$ cat src/packet_buffer_pool_writer_top_assert.svh
// assertion macros for the packet buffer pool writer
`ifndef PACKET_BUFFER_POOL_WRITER_TOP_ASSERT_SVH
`define PACKET_BUFFER_POOL_WRITER_TOP_ASSERT_SVH

`ifndef NO_ASSERTIONS
`define PBPW_ASSERT(lbl, prop) \
  lbl: assert property (@(posedge clk) disable iff (!rst_n) prop) \
    else $error("pbpw assertion failed");
`define PBPW_NEVER(lbl, expr) \
  lbl: assert property (@(posedge clk) disable iff (!rst_n) !(expr)) \
    else $error("pbpw forbidden condition seen");
`else
`define PBPW_ASSERT(lbl, prop)
`define PBPW_NEVER(lbl, expr)
`endif

`endif

$ cat src/pbpw_pkg.sv
`timescale 1ns / 1ps
package pbpw_pkg;

  localparam int unsigned HEADER_BYTES = 8;
  localparam int unsigned FILL_W       = 13;
  localparam int unsigned HL_W         = 14;
  localparam int unsigned SUM_W        = 15;
  localparam int unsigned CFG_IDX_W    = 2;
  localparam int unsigned CFG_DATA_W   = 13;
  localparam int unsigned CNT_CFG_W    = 3;

  typedef enum logic [1:0] {
    CMD_BEGIN   = 2'd0,
    CMD_BYTE    = 2'd1,
    CMD_COMMIT  = 2'd2,
    CMD_RELEASE = 2'd3
  } cmd_t;

  localparam logic [CFG_IDX_W-1:0] REG_BUFFER_BYTES   = 2'd0;
  localparam logic [CFG_IDX_W-1:0] REG_BUFFERS_IN_USE = 2'd1;

  localparam logic KIND_WRITE  = 1'b0;
  localparam logic KIND_STATUS = 1'b1;

  typedef enum logic {
    ALU_ADD = 1'b0,
    ALU_SUB = 1'b1
  } alu_op_t;

  typedef struct packed {
    logic              kind;
    logic [1:0]        wr_buffer;
    logic [11:0]       wr_offset;
    logic [7:0]        wr_byte;
    logic              accepted;
    logic              overflow;
    logic              too_long;
    logic              committed;
    logic [1:0]        active_buf;
    logic [3:0]        ready_mask;
    logic [FILL_W-1:0] fill;
    logic              last;
  } res_t;

  typedef struct packed {
    logic busy;
    logic done;
    logic found;
  } scan_res_t;

endpackage

$ cat src/packet_buffer_pool_writer_top.sv
`timescale 1ns / 1ps
// channel   direction  handshake            payload
// in        input      in_valid/in_ready    in_cmd in_pkt_type in_pkt_length in_data_byte
//                                           in_buffer_index
// out       output     out_valid/out_ready  out_kind out_wr_* out_accepted ... out_last
// cfg       input      cfg_valid/cfg_ready  cfg_index cfg_data
//
// one word at a time; a switch scan and a commit scan at packet end each step one buffer
// per cycle, and the shared adder and the single fill memory read port serialize the work
// synchronous rst_n clears control state and fill valid bits, no clearing pass
// out_ready low holds the sequencer in its emit state, cfg_ready is always high
`include "packet_buffer_pool_writer_top_assert.svh"
module packet_buffer_pool_writer_top
  import pbpw_pkg::*;
#(
  parameter int unsigned NUM_BUFFERS     = 4,
  parameter int unsigned BUFFER_CAPACITY = 4096
) (
  input  logic                  clk,
  input  logic                  rst_n,
  input  logic                  in_valid,
  output logic                  in_ready,
  input  logic [1:0]            in_cmd,
  input  logic [31:0]           in_pkt_type,
  input  logic [FILL_W-1:0]     in_pkt_length,
  input  logic [7:0]            in_data_byte,
  input  logic [1:0]            in_buffer_index,
  output logic                  out_valid,
  input  logic                  out_ready,
  output logic                  out_kind,
  output logic [1:0]            out_wr_buffer,
  output logic [11:0]           out_wr_offset,
  output logic [7:0]            out_wr_byte,
  output logic                  out_accepted,
  output logic                  out_overflow,
  output logic                  out_too_long,
  output logic                  out_committed,
  output logic [1:0]            out_active_buf,
  output logic [3:0]            out_ready_mask,
  output logic [FILL_W-1:0]     out_fill,
  output logic                  out_last,
  input  logic                  cfg_valid,
  output logic                  cfg_ready,
  input  logic [CFG_IDX_W-1:0]  cfg_index,
  input  logic [CFG_DATA_W-1:0] cfg_data
);

  localparam int unsigned IW = $clog2(NUM_BUFFERS);
  localparam int unsigned CW = $clog2(NUM_BUFFERS + 1);

  typedef enum logic [10:0] {
    ST_IDLE  = 11'b000_0000_0001,
    ST_CHK   = 11'b000_0000_0010,
    ST_FIT   = 11'b000_0000_0100,
    ST_SCAN  = 11'b000_0000_1000,
    ST_HDR   = 11'b000_0001_0000,
    ST_HEND  = 11'b000_0010_0000,
    ST_OFF   = 11'b000_0100_0000,
    ST_END   = 11'b000_1000_0000,
    ST_CSCAN = 11'b001_0000_0000,
    ST_STAT  = 11'b010_0000_0000,
    ST_SOUT  = 11'b100_0000_0000
  } state_t;

  state_t                 state_r, state_nxt;
  logic [IW-1:0]          cur_r, cur_nxt;
  logic [NUM_BUFFERS-1:0] ready_r, ready_nxt;
  logic                   ovf_r, ovf_nxt;
  logic                   pend_r, pend_nxt;
  logic [FILL_W-1:0]      rem_r, rem_nxt;
  logic                   open_r, open_nxt;
  logic                   acc_r, acc_nxt;
  logic                   tl_r, tl_nxt;
  logic                   com_r, com_nxt;
  logic [FILL_W-1:0]      bb_r, bb_nxt;
  logic [CNT_CFG_W-1:0]   biu_r, biu_nxt;
  logic [2:0]             hidx_r, hidx_nxt;
  logic [FILL_W-1:0]      fill_r, fill_nxt;
  logic [HL_W-1:0]        hl_r, hl_nxt;
  logic [FILL_W-1:0]      base_r, base_nxt;

  cmd_t                   cmd_r;
  logic [31:0]            type_r;
  logic [FILL_W-1:0]      len_r;
  logic [7:0]             byte_r;
  logic [1:0]             qidx_r;

  logic                   in_accept;
  logic [16:0]            bb_ext;
  logic [FILL_W-1:0]      size_w;
  logic [4:0]             biu_ext;
  logic [4:0]             cnt_ext;
  logic [CW-1:0]          cnt_w;
  logic [4:0]             q_ext;
  logic [IW-1:0]          q_addr;
  logic                   q_ok;
  logic [4:0]             cur_ext;
  logic [15:0]            ready_ext;
  logic [63:0]            hdr_word;
  logic [7:0]             hdr_byte;

  alu_op_t                alu_op;
  logic [SUM_W-1:0]       alu_a;
  logic [SUM_W-1:0]       alu_b;
  logic [SUM_W-1:0]       alu_sum;
  logic                   alu_ge;

  logic                   scan_start;
  logic                   scan_skip_en;
  scan_res_t              scan_res;
  logic [IW-1:0]          scan_idx;

  logic                   mem_we;
  logic                   mem_clr;
  logic [IW-1:0]          mem_raddr;
  logic [FILL_W-1:0]      mem_rdata;

  logic                   emit;
  res_t                   emit_res;
  logic                   out_load_ok;
  res_t                   out_res;

  assign in_ready  = (state_r == ST_IDLE);
  assign in_accept = in_valid && in_ready;
  assign cfg_ready = 1'b1;

  assign bb_ext  = 17'(bb_r);
  assign size_w  = (bb_ext > 17'(BUFFER_CAPACITY)) ? FILL_W'(BUFFER_CAPACITY) : bb_r;
  assign biu_ext = 5'(biu_r);
  assign cnt_ext = (biu_ext == 5'd0) ? 5'd1 :
                   (biu_ext > 5'(NUM_BUFFERS)) ? 5'(NUM_BUFFERS) : biu_ext;
  assign cnt_w   = cnt_ext[CW-1:0];

  assign q_ext     = 5'(qidx_r);
  assign q_addr    = q_ext[IW-1:0];
  assign q_ok      = (q_ext < 5'(NUM_BUFFERS));
  assign cur_ext   = 5'(cur_r);
  assign ready_ext = 16'(ready_r);
  assign hdr_word  = {32'(len_r), type_r};
  assign hdr_byte  = hdr_word[8*hidx_r +: 8];
  assign mem_raddr = (state_r == ST_IDLE) ? cur_r : q_addr;

  pbpw_alu u_alu (
    .op   (alu_op),
    .op_a (alu_a),
    .op_b (alu_b),
    .cmp  (size_w),
    .sum  (alu_sum),
    .ge   (alu_ge)
  );

  pbpw_scan #(
    .NUM_BUFFERS (NUM_BUFFERS),
    .IW          (IW),
    .CW          (CW)
  ) u_scan (
    .clk     (clk),
    .rst_n   (rst_n),
    .start   (scan_start),
    .skip_en (scan_skip_en),
    .skip    (cur_r),
    .count   (cnt_w),
    .ready_i (ready_r),
    .res     (scan_res),
    .idx     (scan_idx)
  );

  pbpw_fill_mem #(
    .DEPTH (NUM_BUFFERS),
    .AW    (IW)
  ) u_fill_mem (
    .clk   (clk),
    .rst_n (rst_n),
    .we    (mem_we),
    .waddr (cur_r),
    .wdata (alu_sum[FILL_W-1:0]),
    .clr   (mem_clr),
    .caddr (scan_idx),
    .raddr (mem_raddr),
    .rdata (mem_rdata)
  );

  pbpw_out_reg u_out_reg (
    .clk       (clk),
    .rst_n     (rst_n),
    .load      (emit),
    .din       (emit_res),
    .load_ok   (out_load_ok),
    .out_ready (out_ready),
    .out_valid (out_valid),
    .dout      (out_res)
  );

  assign out_kind       = out_res.kind;
  assign out_wr_buffer  = out_res.wr_buffer;
  assign out_wr_offset  = out_res.wr_offset;
  assign out_wr_byte    = out_res.wr_byte;
  assign out_accepted   = out_res.accepted;
  assign out_overflow   = out_res.overflow;
  assign out_too_long   = out_res.too_long;
  assign out_committed  = out_res.committed;
  assign out_active_buf = out_res.active_buf;
  assign out_ready_mask = out_res.ready_mask;
  assign out_fill       = out_res.fill;
  assign out_last       = out_res.last;

  always_comb begin
    state_nxt    = state_r;
    cur_nxt      = cur_r;
    ready_nxt    = ready_r;
    ovf_nxt      = ovf_r;
    pend_nxt     = pend_r;
    rem_nxt      = rem_r;
    open_nxt     = open_r;
    acc_nxt      = acc_r;
    tl_nxt       = tl_r;
    com_nxt      = com_r;
    bb_nxt       = bb_r;
    biu_nxt      = biu_r;
    hidx_nxt     = hidx_r;
    fill_nxt     = fill_r;
    hl_nxt       = hl_r;
    base_nxt     = base_r;
    alu_op       = ALU_ADD;
    alu_a        = '0;
    alu_b        = '0;
    scan_start   = 1'b0;
    scan_skip_en = 1'b0;
    mem_we       = 1'b0;
    mem_clr      = 1'b0;
    emit         = 1'b0;
    emit_res     = '0;

    if (cfg_valid) begin
      case (cfg_index)
        REG_BUFFER_BYTES:   bb_nxt  = cfg_data;
        REG_BUFFERS_IN_USE: biu_nxt = cfg_data[CNT_CFG_W-1:0];
        default: ;
      endcase
    end

    case (state_r)
      ST_IDLE: begin
        if (in_valid) begin
          acc_nxt   = 1'b0;
          tl_nxt    = 1'b0;
          com_nxt   = 1'b0;
          state_nxt = ST_CHK;
        end
      end
      ST_CHK: begin
        alu_a    = SUM_W'(HEADER_BYTES);
        alu_b    = SUM_W'(len_r);
        fill_nxt = mem_rdata;
        case (cmd_r)
          CMD_BEGIN: begin
            open_nxt = 1'b0;
            rem_nxt  = '0;
            hl_nxt   = alu_sum[HL_W-1:0];
            if (alu_ge) begin
              tl_nxt    = 1'b1;
              state_nxt = ST_STAT;
            end else begin
              state_nxt = ST_FIT;
            end
          end
          CMD_BYTE: begin
            state_nxt = (open_r && (rem_r != '0)) ? ST_OFF : ST_STAT;
          end
          CMD_COMMIT: begin
            pend_nxt  = 1'b1;
            state_nxt = ST_STAT;
          end
          CMD_RELEASE: begin
            if (q_ok) begin
              ready_nxt[q_addr] = 1'b0;
            end
            state_nxt = ST_STAT;
          end
          default: state_nxt = ST_STAT;
        endcase
      end
      ST_FIT: begin
        alu_a = SUM_W'(fill_r);
        alu_b = SUM_W'(hl_r);
        if (alu_ge) begin
          ready_nxt[cur_r] = 1'b1;
          scan_start       = 1'b1;
          state_nxt        = ST_SCAN;
        end else begin
          base_nxt  = fill_r;
          hidx_nxt  = '0;
          state_nxt = ST_HDR;
        end
      end
      ST_SCAN: begin
        if (scan_res.done) begin
          if (scan_res.found) begin
            ovf_nxt   = 1'b0;
            cur_nxt   = scan_idx;
            mem_clr   = 1'b1;
            base_nxt  = '0;
            hidx_nxt  = '0;
            state_nxt = ST_HDR;
          end else begin
            ovf_nxt   = 1'b1;
            state_nxt = ST_STAT;
          end
        end
      end
      ST_HDR: begin
        alu_a = SUM_W'(base_r);
        alu_b = SUM_W'(hidx_r);
        if (out_load_ok) begin
          emit               = 1'b1;
          emit_res.kind      = KIND_WRITE;
          emit_res.wr_buffer = cur_ext[1:0];
          emit_res.wr_offset = alu_sum[11:0];
          emit_res.wr_byte   = hdr_byte;
          emit_res.accepted  = 1'b1;
          hidx_nxt           = hidx_r + 3'd1;
          if (hidx_r == 3'(HEADER_BYTES - 1)) begin
            state_nxt = ST_HEND;
          end
        end
      end
      ST_HEND: begin
        alu_a   = SUM_W'(base_r);
        alu_b   = SUM_W'(hl_r);
        mem_we  = 1'b1;
        acc_nxt = 1'b1;
        if (len_r == '0) begin
          state_nxt = ST_END;
        end else begin
          open_nxt  = 1'b1;
          rem_nxt   = len_r;
          state_nxt = ST_STAT;
        end
      end
      ST_OFF: begin
        alu_op = ALU_SUB;
        alu_a  = SUM_W'(fill_r);
        alu_b  = SUM_W'(rem_r);
        if (out_load_ok) begin
          emit               = 1'b1;
          emit_res.kind      = KIND_WRITE;
          emit_res.wr_buffer = cur_ext[1:0];
          emit_res.wr_offset = alu_sum[11:0];
          emit_res.wr_byte   = byte_r;
          emit_res.accepted  = 1'b1;
          acc_nxt            = 1'b1;
          rem_nxt            = rem_r - FILL_W'(1);
          if (rem_r == FILL_W'(1)) begin
            open_nxt  = 1'b0;
            state_nxt = ST_END;
          end else begin
            state_nxt = ST_STAT;
          end
        end
      end
      ST_END: begin
        if (pend_r) begin
          pend_nxt     = 1'b0;
          scan_start   = 1'b1;
          scan_skip_en = 1'b1;
          state_nxt    = ST_CSCAN;
        end else begin
          state_nxt = ST_STAT;
        end
      end
      ST_CSCAN: begin
        if (scan_res.done) begin
          if (scan_res.found) begin
            ready_nxt[cur_r] = 1'b1;
            ovf_nxt          = 1'b0;
            cur_nxt          = scan_idx;
            mem_clr          = 1'b1;
            com_nxt          = 1'b1;
          end
          state_nxt = ST_STAT;
        end
      end
      ST_STAT: begin
        state_nxt = ST_SOUT;
      end
      ST_SOUT: begin
        if (out_load_ok) begin
          emit                = 1'b1;
          emit_res.kind       = KIND_STATUS;
          emit_res.accepted   = acc_r;
          emit_res.overflow   = ovf_r;
          emit_res.too_long   = tl_r;
          emit_res.committed  = com_r;
          emit_res.active_buf = cur_ext[1:0];
          emit_res.ready_mask = ready_ext[3:0];
          emit_res.fill       = q_ok ? mem_rdata : '0;
          emit_res.last       = 1'b1;
          state_nxt           = ST_IDLE;
        end
      end
      default: state_nxt = ST_IDLE;
    endcase
  end

  always_ff @(posedge clk) begin
    if (!rst_n) begin
      state_r <= ST_IDLE;
      cur_r   <= '0;
      ready_r <= '0;
      ovf_r   <= 1'b0;
      pend_r  <= 1'b0;
      rem_r   <= '0;
      open_r  <= 1'b0;
      acc_r   <= 1'b0;
      tl_r    <= 1'b0;
      com_r   <= 1'b0;
      bb_r    <= 13'd4096;
      biu_r   <= 3'd4;
      hidx_r  <= '0;
    end else begin
      state_r <= state_nxt;
      cur_r   <= cur_nxt;
      ready_r <= ready_nxt;
      ovf_r   <= ovf_nxt;
      pend_r  <= pend_nxt;
      rem_r   <= rem_nxt;
      open_r  <= open_nxt;
      acc_r   <= acc_nxt;
      tl_r    <= tl_nxt;
      com_r   <= com_nxt;
      bb_r    <= bb_nxt;
      biu_r   <= biu_nxt;
      hidx_r  <= hidx_nxt;
    end
  end

  always_ff @(posedge clk) begin
    fill_r <= fill_nxt;
    hl_r   <= hl_nxt;
    base_r <= base_nxt;
    if (in_accept) begin
      cmd_r  <= cmd_t'(in_cmd);
      type_r <= in_pkt_type;
      len_r  <= in_pkt_length;
      byte_r <= in_data_byte;
      qidx_r <= in_buffer_index;
    end
  end

  `PBPW_ASSERT(a_open_has_bytes, open_r |-> (rem_r != '0))
  `PBPW_NEVER(a_mem_wr_and_clr, mem_we && mem_clr)
  `PBPW_ASSERT(a_scan_start_idle, scan_start |-> !scan_res.busy)
  `PBPW_ASSERT(a_status_ends_item, (emit && emit_res.last) |=> in_ready)

endmodule

$ cat src/pbpw_alu.sv
`timescale 1ns / 1ps
module pbpw_alu
  import pbpw_pkg::*;
(
  input  alu_op_t           op,
  input  logic [SUM_W-1:0]  op_a,
  input  logic [SUM_W-1:0]  op_b,
  input  logic [FILL_W-1:0] cmp,
  output logic [SUM_W-1:0]  sum,
  output logic              ge
);

  always_comb begin
    case (op)
      ALU_ADD: sum = op_a + op_b;
      ALU_SUB: sum = op_a - op_b;
      default: sum = op_a + op_b;
    endcase
  end

  assign ge = (sum >= SUM_W'(cmp));

endmodule

$ cat src/pbpw_scan.sv
`timescale 1ns / 1ps
module pbpw_scan
  import pbpw_pkg::*;
#(
  parameter int unsigned NUM_BUFFERS = 4,
  parameter int unsigned IW          = 2,
  parameter int unsigned CW          = 3
) (
  input  logic                   clk,
  input  logic                   rst_n,
  input  logic                   start,
  input  logic                   skip_en,
  input  logic [IW-1:0]          skip,
  input  logic [CW-1:0]          count,
  input  logic [NUM_BUFFERS-1:0] ready_i,
  output scan_res_t              res,
  output logic [IW-1:0]          idx
);

  logic [CW-1:0] pos_r, pos_nxt;
  logic          busy_r, busy_nxt;
  logic          skip_en_r, skip_en_nxt;
  logic [IW-1:0] skip_r, skip_nxt;
  logic          at_end;
  logic          hit;

  assign at_end = (pos_r >= count);
  assign idx    = pos_r[IW-1:0];
  assign hit    = !at_end && !ready_i[idx] && !(skip_en_r && (idx == skip_r));

  assign res.busy  = busy_r;
  assign res.done  = busy_r && (at_end || hit);
  assign res.found = busy_r && hit;

  always_comb begin
    pos_nxt     = pos_r;
    busy_nxt    = busy_r;
    skip_en_nxt = skip_en_r;
    skip_nxt    = skip_r;
    if (start) begin
      pos_nxt     = '0;
      busy_nxt    = 1'b1;
      skip_en_nxt = skip_en;
      skip_nxt    = skip;
    end else if (res.done) begin
      busy_nxt = 1'b0;
    end else if (busy_r) begin
      pos_nxt = pos_r + CW'(1);
    end
  end

  always_ff @(posedge clk) begin
    if (!rst_n) begin
      pos_r     <= '0;
      busy_r    <= 1'b0;
      skip_en_r <= 1'b0;
      skip_r    <= '0;
    end else begin
      pos_r     <= pos_nxt;
      busy_r    <= busy_nxt;
      skip_en_r <= skip_en_nxt;
      skip_r    <= skip_nxt;
    end
  end

endmodule

$ cat src/pbpw_fill_mem.sv
`timescale 1ns / 1ps
module pbpw_fill_mem
  import pbpw_pkg::*;
#(
  parameter int unsigned DEPTH = 4,
  parameter int unsigned AW    = 2
) (
  input  logic              clk,
  input  logic              rst_n,
  input  logic              we,
  input  logic [AW-1:0]     waddr,
  input  logic [FILL_W-1:0] wdata,
  input  logic              clr,
  input  logic [AW-1:0]     caddr,
  input  logic [AW-1:0]     raddr,
  output logic [FILL_W-1:0] rdata
);

  logic [FILL_W-1:0] mem [DEPTH];
  logic [DEPTH-1:0]  valid_r, valid_nxt;
  logic [FILL_W-1:0] rdata_r;

  assign rdata = rdata_r;

  always_comb begin
    valid_nxt = valid_r;
    if (clr) begin
      valid_nxt[caddr] = 1'b0;
    end
    if (we) begin
      valid_nxt[waddr] = 1'b1;
    end
  end

  always_ff @(posedge clk) begin
    if (!rst_n) begin
      valid_r <= '0;
    end else begin
      valid_r <= valid_nxt;
    end
  end

  always_ff @(posedge clk) begin
    if (we) begin
      mem[waddr] <= wdata;
    end
    rdata_r <= valid_r[raddr] ? mem[raddr] : '0;
  end

endmodule

$ cat src/pbpw_out_reg.sv
`timescale 1ns / 1ps
module pbpw_out_reg
  import pbpw_pkg::*;
(
  input  logic clk,
  input  logic rst_n,
  input  logic load,
  input  res_t din,
  output logic load_ok,
  input  logic out_ready,
  output logic out_valid,
  output res_t dout
);

  logic valid_r, valid_nxt;
  res_t data_r;

  assign load_ok   = !valid_r || out_ready;
  assign out_valid = valid_r;
  assign dout      = data_r;

  always_comb begin
    valid_nxt = valid_r;
    if (load) begin
      valid_nxt = 1'b1;
    end else if (out_ready) begin
      valid_nxt = 1'b0;
    end
  end

  always_ff @(posedge clk) begin
    if (!rst_n) begin
      valid_r <= 1'b0;
    end else begin
      valid_r <= valid_nxt;
    end
  end

  always_ff @(posedge clk) begin
    if (load) begin
      data_r <= din;
    end
  end

endmodule
$ cat config.mk
export PLATFORM = sky130hd
export DESIGN_NAME = packet_buffer_pool_writer_top
export DESIGN_NICKNAME = d
export VERILOG_FILES = /design/src/pbpw_pkg.sv /design/src/packet_buffer_pool_writer_top.sv /design/src/pbpw_alu.sv /design/src/pbpw_scan.sv /design/src/pbpw_fill_mem.sv /design/src/pbpw_out_reg.sv
export VERILOG_INCLUDE_DIRS = /design/src /design/src/src
export SDC_FILE = /design/constraint.sdc
export NUM_CORES = 1
export LEC_CHECK = 0
export BUFFER_PORTS_ARGS = -buffer_cell sky130_fd_sc_hd__buf_4
export CAP_MARGIN = 25
export CORE_MARGIN = 1
export CORE_UTILIZATION = 54
export DETAILED_ROUTE_END_ITERATION = 10
export PLACE_DENSITY_LB_ADDON = 0.1
export SKIP_CTS_REPAIR_TIMING = 1
export SYNTH_ARGS = -nofsm -noshare
export SYNTH_HDL_FRONTEND = slang
export SYNTH_HIERARCHICAL = 1
export SYNTH_SLANG_ARGS = --single-unit
export TNS_END_PERCENT = 1
$ cat constraint.sdc
create_clock -name clk -period 8.35 [get_ports clk]
set_clock_uncertainty 0.2 [all_clocks]
set_input_delay 1.67 -clock clk [delete_from_list [all_inputs] [get_ports clk]]
set_output_delay 1.67 -clock clk [all_outputs]
set_load 0.005 [all_outputs]
After elaboration in Yosys (flattened, before gate mapping)
Memories as Yosys holds them, arrays and structs flattened. A register that Yosys moved wholly into a read port is not among the register bits.
Index checks and enable logic that the tools add are counted.
Word-level totals
  memory bits (writable): 52
  flip-flop bits (word level): 211
  output and inout bits: 50
  bits in latches: 0
  memory bits (read-only): 0
  memories kept: 1
Memory list
  u_fill_mem.mem: depth 4, bits a word 13, read ports 1, clocked after memory_dff 1, write ports 1, RTL line pbpw_fill_mem.sv:19  | logic [FILL_W-1:0] mem [DEPTH];
Cells by class
  bitwise operators: 9
  multiplexer cells: 99
  shift-type cells: 1
  $add $sub $neg: 5
  equality and inequality tests: 36
  $mul: 0
  magnitude comparators: 12
  reductions and logical operators: 58
  div/mod/pow operators: 0
Operators by type and width (number)
  case mux 11 bit (11 select lines): 1
  two-way mux 13 bit: 8
  case mux 13 bit (3 select lines): 2
  two-way mux 11 bit: 7
  variable part select 64 x 7 -> 8 bit: 1
  two-way mux 10 bit: 6
  case mux 14 bit (4 select lines): 1
  two-way mux 23 bit: 2
  case mux 22 bit (2 select lines): 1
  two-way mux 1 bit: 36
  case mux 11 bit (3 select lines): 1
  inequality test 2 bit, second input constant: 16
  case mux 15 bit (2 select lines): 1
  two-way mux 4 bit: 7
  case mux 13 bit (2 select lines): 1
  two-way mux 24 bit: 1
  AND reduction 4 bit: 5
  two-way mux 3 bit: 6
  adder 13 x 14 -> 15 bit: 1
  greater-or-equal comparator 15 x 13 -> 1 bit: 1
  less-than comparator 2 x 3 -> 1 bit, second input constant: 5
  subtractor 13 x 14 -> 15 bit: 1
  nonzero test 2 bit: 7
  equality test 13 x 1 -> 1 bit, second input constant: 1
  49 further kinds: 101

Longest topological paths before layout
Gate-level depths: netlist of run 1.
  depth in word-level cells: 14
  mapped depth: 33

By module
The synthesis of run 1 kept the hierarchy.
By module, submodules not included
  packet_buffer_pool_writer_top: cells each 689, times used 1, seq. area each 4013.8 sq um, area each 7424.6 sq um
  pbpw_fill_mem: cells each 120, times used 1, seq. area each 1901.8 sq um, area each 2552.4 sq um
  pbpw_out_reg: cells each 51, times used 1, seq. area each 1431.4 sq um, area each 1460.2 sq um
  pbpw_alu: cells each 192, times used 1, seq. area each 0.0 sq um, area each 1317.5 sq um
  pbpw_scan: cells each 49, times used 1, seq. area each 140.1 sq um, area each 464.2 sq um

Least setup slack after synthesis of run 1
No wires, ideal clock.
  kind: reg2reg
  start: reg state_r[10]
  end: reg base_r[0] (enable)
  setup time: 0.384 ns
  data required time: 7.766 ns
  period minus slack after synthesis: 6.712 ns
  setup slack: 1.638 ns
  buffers on the path: 2
  cell stages (with the launch flop): 26
  arrival time: 6.128 ns
  cell sequence: dfxtp_1 clkbuf_1 or3_1 nor4_4 clkbuf_1 nand2_1 nand2_1 inv_1 ha_1 mux2_2 fa_1 nor2b_1 o211ai_1 a21oi_1 o21ai_0 nand2_1 xor2_1 ha_1 a21oi_1 a21boi_0 o21ai_0 a31oi_1 or4_1 nand4_1 o21ai_1 nor2_1
On the way
  cells in the longest elaborated chain, start to end: 8
  elaborated cells between the ends (all ways): 22
  those cells by class: add/sub (2); order compare (1); eq/ne (9); mux (4); bitwise (1); reduce/logical (5)
Ends and longest elaborated chain
  start, declared: RTL line packet_buffer_pool_writer_top.sv:65  | state_t state_r, state_nxt;
  start signal, assigned: RTL line packet_buffer_pool_writer_top.sv:421  | state_r <= state_nxt;
  equality test 11 x 6 -> 1 bit or equality test 11 x 3 -> 1 bit (tied branches): RTL line packet_buffer_pool_writer_top.sv:242  | case (state_r)
  OR reduction 2 bit (no source line)
  case mux 14 bit (4 select lines) (*): RTL line packet_buffer_pool_writer_top.sv:242
  via alu_b[0]: RTL line packet_buffer_pool_writer_top.sv:104  | logic [SUM_W-1:0] alu_b;
  subtractor 13 x 14 -> 15 bit or adder 13 x 14 -> 15 bit (tied branches)
  case mux 15 bit (2 select lines) (*): RTL line pbpw_alu.sv:14  | case (op)
  via alu_sum[8]: RTL line packet_buffer_pool_writer_top.sv:105  | logic [SUM_W-1:0] alu_sum;
  greater-or-equal comparator 15 x 13 -> 1 bit (*): RTL line pbpw_alu.sv:21  | assign ge = (sum >= SUM_W'(cmp));
  via alu_ge: RTL line packet_buffer_pool_writer_top.sv:106  | logic alu_ge;
  inequality test 2 bit (no source line) (*)
  AND reduction 4 bit (no source line) (*)
  end signal, assigned: RTL line packet_buffer_pool_writer_top.sv:440  | base_r <= base_nxt;
  end, declared: RTL line packet_buffer_pool_writer_top.sv:80  | logic [FILL_W-1:0] base_r, base_nxt;
Mark *: on every way through the listed nets, which the timed path passes. The rest lies on a longest branch.
A chain may end at the register's enable or synchronous reset.

Worst setup path after layout of run 1
  start: reg state_r[6]
  end: reg hidx_r[0]
On the way
  cells in the longest elaborated chain, start to end: 8
  elaborated cells between the ends (all ways): 24
  those cells by class: add/sub (2); order compare (1); eq/ne (10); mux (5); bitwise (1); reduce/logical (5)
Ends and longest elaborated chain
  equality test 11 x 6 -> 1 bit or equality test 11 x 3 -> 1 bit (tied branches): RTL line packet_buffer_pool_writer_top.sv:242
  OR reduction 2 bit (no source line)
  case mux 14 bit (4 select lines) (*): RTL line packet_buffer_pool_writer_top.sv:242
  via alu_b[2]: RTL line packet_buffer_pool_writer_top.sv:104
  subtractor 13 x 14 -> 15 bit or adder 13 x 14 -> 15 bit (tied branches)
  case mux 15 bit (2 select lines) (*): RTL line pbpw_alu.sv:14
  via alu_sum[9]: RTL line packet_buffer_pool_writer_top.sv:105
  greater-or-equal comparator 15 x 13 -> 1 bit (*): RTL line pbpw_alu.sv:21
  via alu_ge: RTL line packet_buffer_pool_writer_top.sv:106
  inequality test 2 bit (no source line) (*)
  AND reduction 5 bit (no source line) (*)
  end signal, assigned: RTL line packet_buffer_pool_writer_top.sv:433  | hidx_r <= hidx_nxt;
  end, declared: RTL line packet_buffer_pool_writer_top.sv:77  | logic [2:0] hidx_r, hidx_nxt;
Marked as above.

==> results of run 1 <==
## metal layers
layer / GRT usage / vias to the layer above / share of wire
met3: 0.0386 / 49 / 0.069
met2: 0.425 / 398 / 0.46
met1: 0.359 / 4533 / 0.45
li1: - / 4349 / -
met5: 0 / - / 0
met4: 0.0682 / 0 / 0.021
## worst max-delay path, stage by stage (launching register included)
cell      delay (ns)
dfxtp_1         0.59
or4b_1          0.52
or3_4           0.43
inv_2           0.26
buf_4           0.41
a222oi_1        0.17
nand2_1         0.17
or2b_2          0.18
nor2_1          0.05
nor2_1          0.11
xnor2_1         0.08
ha_1            0.35
o211ai_1        0.11
a21oi_1         0.20
nor2_1          0.13
o211ai_1        0.20
a21oi_1         0.10
xnor2_1         0.47
ha_1            0.35
a21boi_0        0.13
o21ai_0         0.16
a31oi_1         0.11
or4_1           0.52
nand4_1         0.17
o21ai_1         0.13
or4_1           0.51
a21oi_1         0.14
## power breakdown
part | total [mW] | switching [mW] | internal [mW]
logic | 0.396 | 0.230 | 0.165
clock network | 1.34 | 0.529 | 0.812
registers | 1.56 | 0.0233 | 1.53
total | 3.29 | 0.782 | 2.51
## flip-flops by register name, summed over array words and instances (netlist names), 3 cells and up
signal	cells
u_fill_mem/valid_r	4
u_fill_mem/mem	52
u_fill_mem/rdata	13
bb_r	13
u_out_reg/dout	47
base_r	13
type_r	32
hidx_r	3
ready_r	4
biu_r	3
len_r	13
fill_r	13
byte_r	8
rem_r	13
u_scan/pos_r	3
state_r	11
hl_r	14
## metrics by stage
step	hold slack [ns]	instances
after floorplan	0.200	1102
after global placement	0.207	1510
after detailed placement	0.211	1510
after CTS	0.220	1564
after global routing	0.243	1564
final	0.221	1565
## cells in the final DEF, fill, tap and decap left out, types with 29 or more instances in the layout
| cell | n |
|---|---|
| nor2b_1 | 36 |
| ha_1 | 36 |
| a21oi_1 | 58 |
| nor2_1 | 51 |
| and2_1 | 54 |
| buf_4 | 147 |
| edfxtp_1 | 196 |
| clkbuf_16 | 29 |
| o21ai_0 | 38 |
| dfxtp_1 | 80 |
| nand2_1 | 76 |
| inv_1 | 54 |
## worst paths after layout
path,start,endpoint,slack [ns],cells after the start
worst max register to register,state_r[6],hidx_r[0],1.33,26
worst min-delay path,u_fill_mem/rdata[11],fill_r[11],0.22,0
worst max-delay path,state_r[6],hidx_r[0],1.33,26
worst min register to register,u_fill_mem/rdata[11],fill_r[11],0.22,0
## area by class of cell
type                    count  area (um2)  area share
repair buffers            147        1100      0.0714
flip-flops and latches    276        7490       0.485
inverters                  57         214      0.0139
diodes                      1        2.50    0.000162
clock buffers              41         861      0.0557
clock inverters            13         160      0.0104
well taps                 319         399      0.0258
multi-input cells         711        5220       0.338
==> flow_summary.toml, run 1 <==
[floorplanning]
core_region_area_um2 = 23800
die_w_um = 158
dieHeight_um = 158
io_pins = 127
die_area_um2 = 25100
start_util = 0.556
rows = 56

[cells_and_area]
area_delta_synth_final_pct = 16.9
drive_gt1_frac = 0.210
stdcell_area_um2 = 15400
nets = 1336
fin_util = 0.650
nFillCells = 1850

[worst_hold_path]
hold_class = "flip-flop to flip-flop"

[worst_setup_path]
crit_fanout = 33
cp-end-kind = "flip-flop"
critPathLaunchType = "flip-flop"
required_ns = 8.63
cp.arrival_ns = 7.30
path_class = "flip-flop to flip-flop"

[route]
drt-total-wl_um = 32100
drt-wirelength-per-cell_um = 20.5
via_per_inst = 5.96
dr.pass1.iters = 6
postRouteAntennaNets = 0
drtIter0Drc = 914
via_count = 9329
drc = 0

[synth]
syn_avg_cell_area_um2 = 12.0
netlist_instances = 1100
syn_area_um2 = 13200
yosysWarningCount = 6

[clock_tree]
cts_tree = "built"
clock_latency_ns = 0.56
cts.htree.levels = 1
clk_pin_slew_ns = 0.06
cts_buffer_depth = 3
cts_root_buf = "clkbuf_16"
cts_buffers = 29
numClockSinks = 276

[sta]
fmax_ghz = 0.142
setup_viol = 0
rsz0062_at_grt = "false"
timing.final.ws_setup_ns = 1.33
worst_slew_pin_slew_ns = 0.870
finalHoldViolations = 0
fin_crit_sh = 0.841
final_max_slew_viol_count = 0
finalCriticalPeriod_ns = 7.02
slew_headroom = 0.416
setup_tns_ns = 0

[run]
maxCapViolCount = 0

[placed_design]
dpl.hpwl_um = 22300
gp_congestion = 0.901
portBuffers = 125
pre_cts_ws_ns = 1.40
placed_cell_area_um2 = 14400

[global_route]
track_usage = 0.259
grt_pass1_wl_um = 49500
grt_max_degree = 59
grt_pass1_vias = 8972
gr-total-overflow = 0
antenna_found_initial = 0

[power]
p_total_mw = 3.29
irDropWorstVdd_uv = 136
p_per_area_nw_per_um2 = 213
leakage_nw = 5.57

[run_status]
outcome = "complete, no violations"
(Power assumes the default switching activity.)
==> run 2, diff against run 1 <==
- clock period: 8.35 -> 7 ns (I/O delays scaled with it)
==> run 2 against run 1 <==
Cell count is 1.1% higher. Sequential cell count unchanged. Worst hold slack got worse by 0.00062 ns. Final area rose by 1.0%. Highest routed layer unchanged.
==> flow_summary.toml, run 2 (same netlist as run 1, synthesis figures left out) <==
[worst_setup_path]
cpMaxStageDelayCell = "or4_4"
crit_fanout = 23
cp-startpoint = "state_r[1]"
path_class = "flip-flop to flip-flop"
path_delay_family = "simple AND/OR/NAND/NOR gates"
reg2reg_setup_slack_ns = 0.33
timing.rr.start = "state_r[1]"
path_cells = "or4_4 -> or3_4 -> inv_2 -> buf_6 -> a222oi_1 -> inv_1 -> or4_4 -> nor2_1 -> a31o_2 -> xnor2_1 -> ha_1 -> a21oi_1 -> o21ai_0 -> a21o_1 -> nor4b_1 -> a211o_1 -> ha_1 -> o21ai_1 -> a31oi_1 -> or4_1 -> nand4_1 -> o21ai_1 -> nor2_1 -> buf_6"
worst-path-stages = 24
cp-end-kind = "flip-flop"
required_ns = 7.04
max_stage_delay_ns = 0.60
critPathLaunchType = "flip-flop"
r2r-end = "base_r[11]"
ff2ff_path_depth = 24
critPathBufInv = 4
endpoint = "base_r[11]"
cp.arrival_ns = 6.71

[global_route]
track_usage = 0.266
grt_pass1_wl_um = 50600
grt_max_degree = 55
grt_pass1_vias = 8864
gr-total-overflow = 0
antenna_found_initial = 0

[sta]
worst_slew_pin_slew_ns = 0.818
fmax_ghz = 0.150
final_max_slew_viol_count = 0
setup_viol = 0
fin_crit_sh = 0.953
finalCriticalPeriod_ns = 6.67
slew_headroom = 0.451
finalHoldViolations = 0
timing.final.ws_setup_ns = 0.330
timing.hold.ws_ns = 0.220
setup_tns_ns = 0

[floorplanning]
die_w_um = 158
core_region_area_um2 = 23800
dieHeight_um = 158
die_area_um2 = 25100
rows = 56
start_util = 0.556
io_pins = 127

[power]
p_per_area_nw_per_um2 = 256
irDropWorstVdd_uv = 176
leakage_nw = 5.64

[cells_and_area]
area_delta_synth_final_pct = 18.1
final_common_cell = "edfxtp_1"
final_cells = 1582
nets = 1353
mostFrequentLayoutCells = "edfxtp_1, buf_4, nand2_1"
num_antenna_cells = 0
stdcell_area_um2 = 15600
drive_gt1_frac = 0.229
top_register = "u_fill_mem/mem"
largest_reg_flops = 52

[route]
via_count = 9340
drtIter0Drc = 913
drc = 0
via_per_inst = 5.90
postRouteAntennaNets = 0
drt-total-wl_um = 33000
dr.pass1.iters = 5
drt-wirelength-per-cell_um = 20.8

[clock_tree]
cts_tree = "built"
clock_latency_ns = 0.55
cts.htree.levels = 1
cts_buffer_depth = 3
clk_pin_slew_ns = 0.06
numClockSinks = 276
cts_root_buf = "clkbuf_16"
cts_buffers = 30

[placed_design]
placed_cell_area_um2 = 14500
gp_congestion = 0.922
portBuffers = 125
dpl.hpwl_um = 23000
pre_cts_ws_ns = 0.140
placed_cells = 1522

[worst_hold_path]
hold_class = "flip-flop to flip-flop"

[run]
maxCapViolCount = 0

[run_status]
outcome = "complete, no violations"
[run 2: layout make-up]
type	count	area [um2]
clock buffer	38	801
clock inverter	18	215
fill	1805	8150
inverter	57	214
multi-input combinational	711	5250
sequential	276	7500
tap	319	399
timing repair buffer	163	1230
[run 2: layer usage]
layer	wire length [um]	track usage
met1	14900	0.379
met2	15100	0.425
met3	2320	0.0438
met4	651	0.0627
met5	0	0
[run 2: worst min path at each step]
stage / startpoint / end / slack (ns) / depth (start not counted)
after floorplan: u_fill_mem/rdata[0] / fill_r[0] / 0.20 / 0
after global placement: u_fill_mem/rdata[5] / fill_r[5] / 0.21 / 0
after detailed placement: u_fill_mem/rdata[11] / fill_r[11] / 0.21 / 0
after CTS: u_fill_mem/rdata[11] / fill_r[11] / 0.22 / 0
after global routing: u_fill_mem/rdata[11] / fill_r[11] / 0.24 / 0
final: u_fill_mem/rdata[11] / fill_r[11] / 0.22 / 0
[run 2: worst reg2reg max path, delay by kind of cell (launching register included)]
kind,cells,cell delay [ns]
adders and majority gates,2,0.61
and+or+nand+nor,8,2.49
xor gates and xnor gates,1,0.19
DFF,1,0.42
buffers and inverters,4,0.77
AOI/OAI and AO/OA,9,1.67
[run 2: through the flow]
stage / total power [mW] / utilization
6_report: 3.99 / 0.657
5_1_grt: 4.13 / 0.657
4_1_cts: 4.00 / 0.654
3_5_place_dp: 2.40 / 0.611
3_3_place_gp: 2.39 / 0.611
2_1_floorplan: 2.20 / -
[run 2: power by group]
| part | switching [mW] | internal (mW) | leakage (nW) | total (mW) |
|---|---|---|---|---|
| combinational | 0.300 | 0.224 | 2.79 | 0.523 |
| sequential | 0.0280 | 1.83 | 2.37 | 1.86 |
| clock | 0.652 | 0.960 | 0.482 | 1.61 |
==> run 3, diff against run 2 <==
- CELL_PAD_IN_SITES_DETAIL_PLACEMENT: not set -> 0
- CELL_PAD_IN_SITES_GLOBAL_PLACEMENT: not set -> 2
- CORE_MARGIN: 1 -> 1.5
- CORE_UTILIZATION: 54 -> 41
==> run 3 against run 2 <==
Largest cell class unchanged. Sequential cell count unchanged. Register-to-register slack improved by 0.11 ns. Non-clock buffer count increased by 2. Core utilization decreased by 16 points.
==> flow_summary.toml, run 3 (same netlist as run 1, synthesis figures left out) <==
[worst_setup_path]
crit_fanout = 14
critPathLaunchType = "flip-flop"
cp-end-kind = "flip-flop"
required_ns = 7.01
path_class = "flip-flop to flip-flop"
cp.arrival_ns = 6.57

[sta]
setup_tns_ns = 0
rsz0062_at_grt = "false"
finalCriticalPeriod_ns = 6.56
slew_headroom = 0.437
timing.final.ws_setup_ns = 0.439
fmax_ghz = 0.152
fin_crit_sh = 0.937
worst_slew_pin_slew_ns = 0.839
final_max_slew_viol_count = 0
finalHoldViolations = 0
setup_viol = 0

[run]
maxCapViolCount = 0

[route]
via_count = 9234
drc = 0
drt-wirelength-per-cell_um = 21.6
dr.pass1.iters = 5
drt-total-wl_um = 36100
drtIter0Drc = 676
via_per_inst = 5.52
postRouteAntennaNets = 0

[global_route]
antenna_found_initial = 0
grt_pass1_wl_um = 55200
gr-total-overflow = 0
track_usage = 0.219
grt_pass1_vias = 9097
grt_max_degree = 53

[cells_and_area]
drive_gt1_frac = 0.225
seqCellArea_um2 = 7490
top_register = "u_fill_mem/mem"
mostFrequentLayoutCells = "edfxtp_1, buf_4, dfxtp_1"
largest_reg_flops = 52
num_antenna_cells = 0
nets = 1359
multi_input_comb_area_um2 = 5220
nFillCells = 2856
area_delta_synth_final_pct = 19.9
final_common_cell = "edfxtp_1"

[power]
pwr-share-clk = 0.433
swShare = 0.245
p_per_area_nw_per_um2 = 264
p_sw_mw = 1.03
p_seq_frac = 0.444
power_frac_comb = 0.123
power.internal_mw = 3.16
irDropWorstVdd_uv = 149
leakage_nw = 5.73

[floorplanning]
rows = 65
start_util = 0.418
die_w_um = 183
die_area_um2 = 33300
io_pins = 127
core_region_area_um2 = 31600
dieHeight_um = 183

[clock_tree]
cts_buffer_depth = 3
cts.htree.levels = 2
clock_latency_ns = 0.52
cts_root_buf = "clkbuf_16"
clk_pin_slew_ns = 0.06
numClockSinks = 276
cts_tree = "built"
cts_buffers = 34

[placed_design]
dpl.hpwl_um = 25700
pre_cts_ws_ns = 0.387
gp_congestion = 0.882
portBuffers = 125

[worst_hold_path]
hold_class = "flip-flop to flip-flop"

[run_status]
outcome = "complete, no violations"
[run 3: cell types whose count changed in the layout (fill, tap and decap cells not counted), moves of 2 or more]
cell / previous run / this run
o21ai_1: 4 / 2
dfxtp_1: 74 / 77
clkinvlp_4: 5 / 1
buf_6: 2 / 0
dfxtp_2: 5 / 3
clkbuf_16: 30 / 35
clkinv_1: 2 / 4
buf_4: 161 / 164
o21ai_0: 36 / 38
[run 3: path summary, 6_finish.rpt]
path / startpoint / endpoint / slack, ns / cells past startpoint
setup / recovery: state_r[0] / base_r[0] / 0.44 / 24
hold / removal: u_fill_mem/rdata[6] / fill_r[6] / 0.24 / 0
setup reg to reg: state_r[0] / base_r[0] / 0.44 / 24
hold reg to reg: u_fill_mem/rdata[6] / fill_r[6] / 0.24 / 0
[run 3: layout make-up]
class	instances	area share
flip-flops and latches	276	0.473
multi-input cells	711	0.330
repair buffers	165	0.0790
clock buffers	45	0.0596
well taps	402	0.0318
clock inverters	17	0.0137
inverters	57	0.0135
[run 3: through the flow]
| stage | cell area (um2) | total power [mW] | util | std cells | hold slack, ns |
|---|---|---|---|---|---|
| floorplan | 13200 | 2.20 | - | 1102 | 0.200 |
| global placement | 14700 | 2.41 | 0.464 | 1611 | 0.213 |
| detailed placement | 14700 | 2.40 | 0.464 | 1611 | 0.214 |
| CTS | 15800 | 4.23 | 0.501 | 1673 | 0.243 |
| global route | 15800 | 4.36 | 0.501 | 1673 | 0.258 |
| finish | 15800 | 4.18 | 0.501 | 1673 | 0.243 |
[run 3: metal layers]
layer,up-vias,share of wire,track usage
li1,4398,-,-
met1,4514,0.47,0.310
met2,261,0.45,0.344
met3,61,0.051,0.0357
met4,0,0.026,0.0691
met5,-,0,0
[run 3: power by group through the flow]
stage / logic [mW] / registers (mW) / clock network (mW)
5_1_grt: 0.568 / 1.86 / 1.93
6_report: 0.514 / 1.86 / 1.81
3_5_place_dp: 0.512 / 1.89 / 0
2_1_floorplan: 0.317 / 1.88 / 0
3_3_place_gp: 0.515 / 1.89 / 0
4_1_cts: 0.516 / 1.86 / 1.85
[run 3: worst max-delay path, cell delays in order (launching register included)]
cell and delay [ns]:
dfxtp_1 0.43, or4_4 0.62, or3_4 0.48, inv_2 0.14, buf_4 0.20, a222oi_1 0.09
inv_1 0.19, or4_4 0.18, nor2_1 0.05, a31o_2 0.26, xnor2_1 0.18, ha_1 0.33
a21oi_1 0.25, o21ai_0 0.19, a21o_1 0.22, nor4b_1 0.28, a211o_1 0.26, ha_1 0.26
o21ai_0 0.07, a31oi_1 0.05, or4_1 0.55, nand4_1 0.18, o21ai_1 0.15, nor2_1 0.24
buf_12 0.19
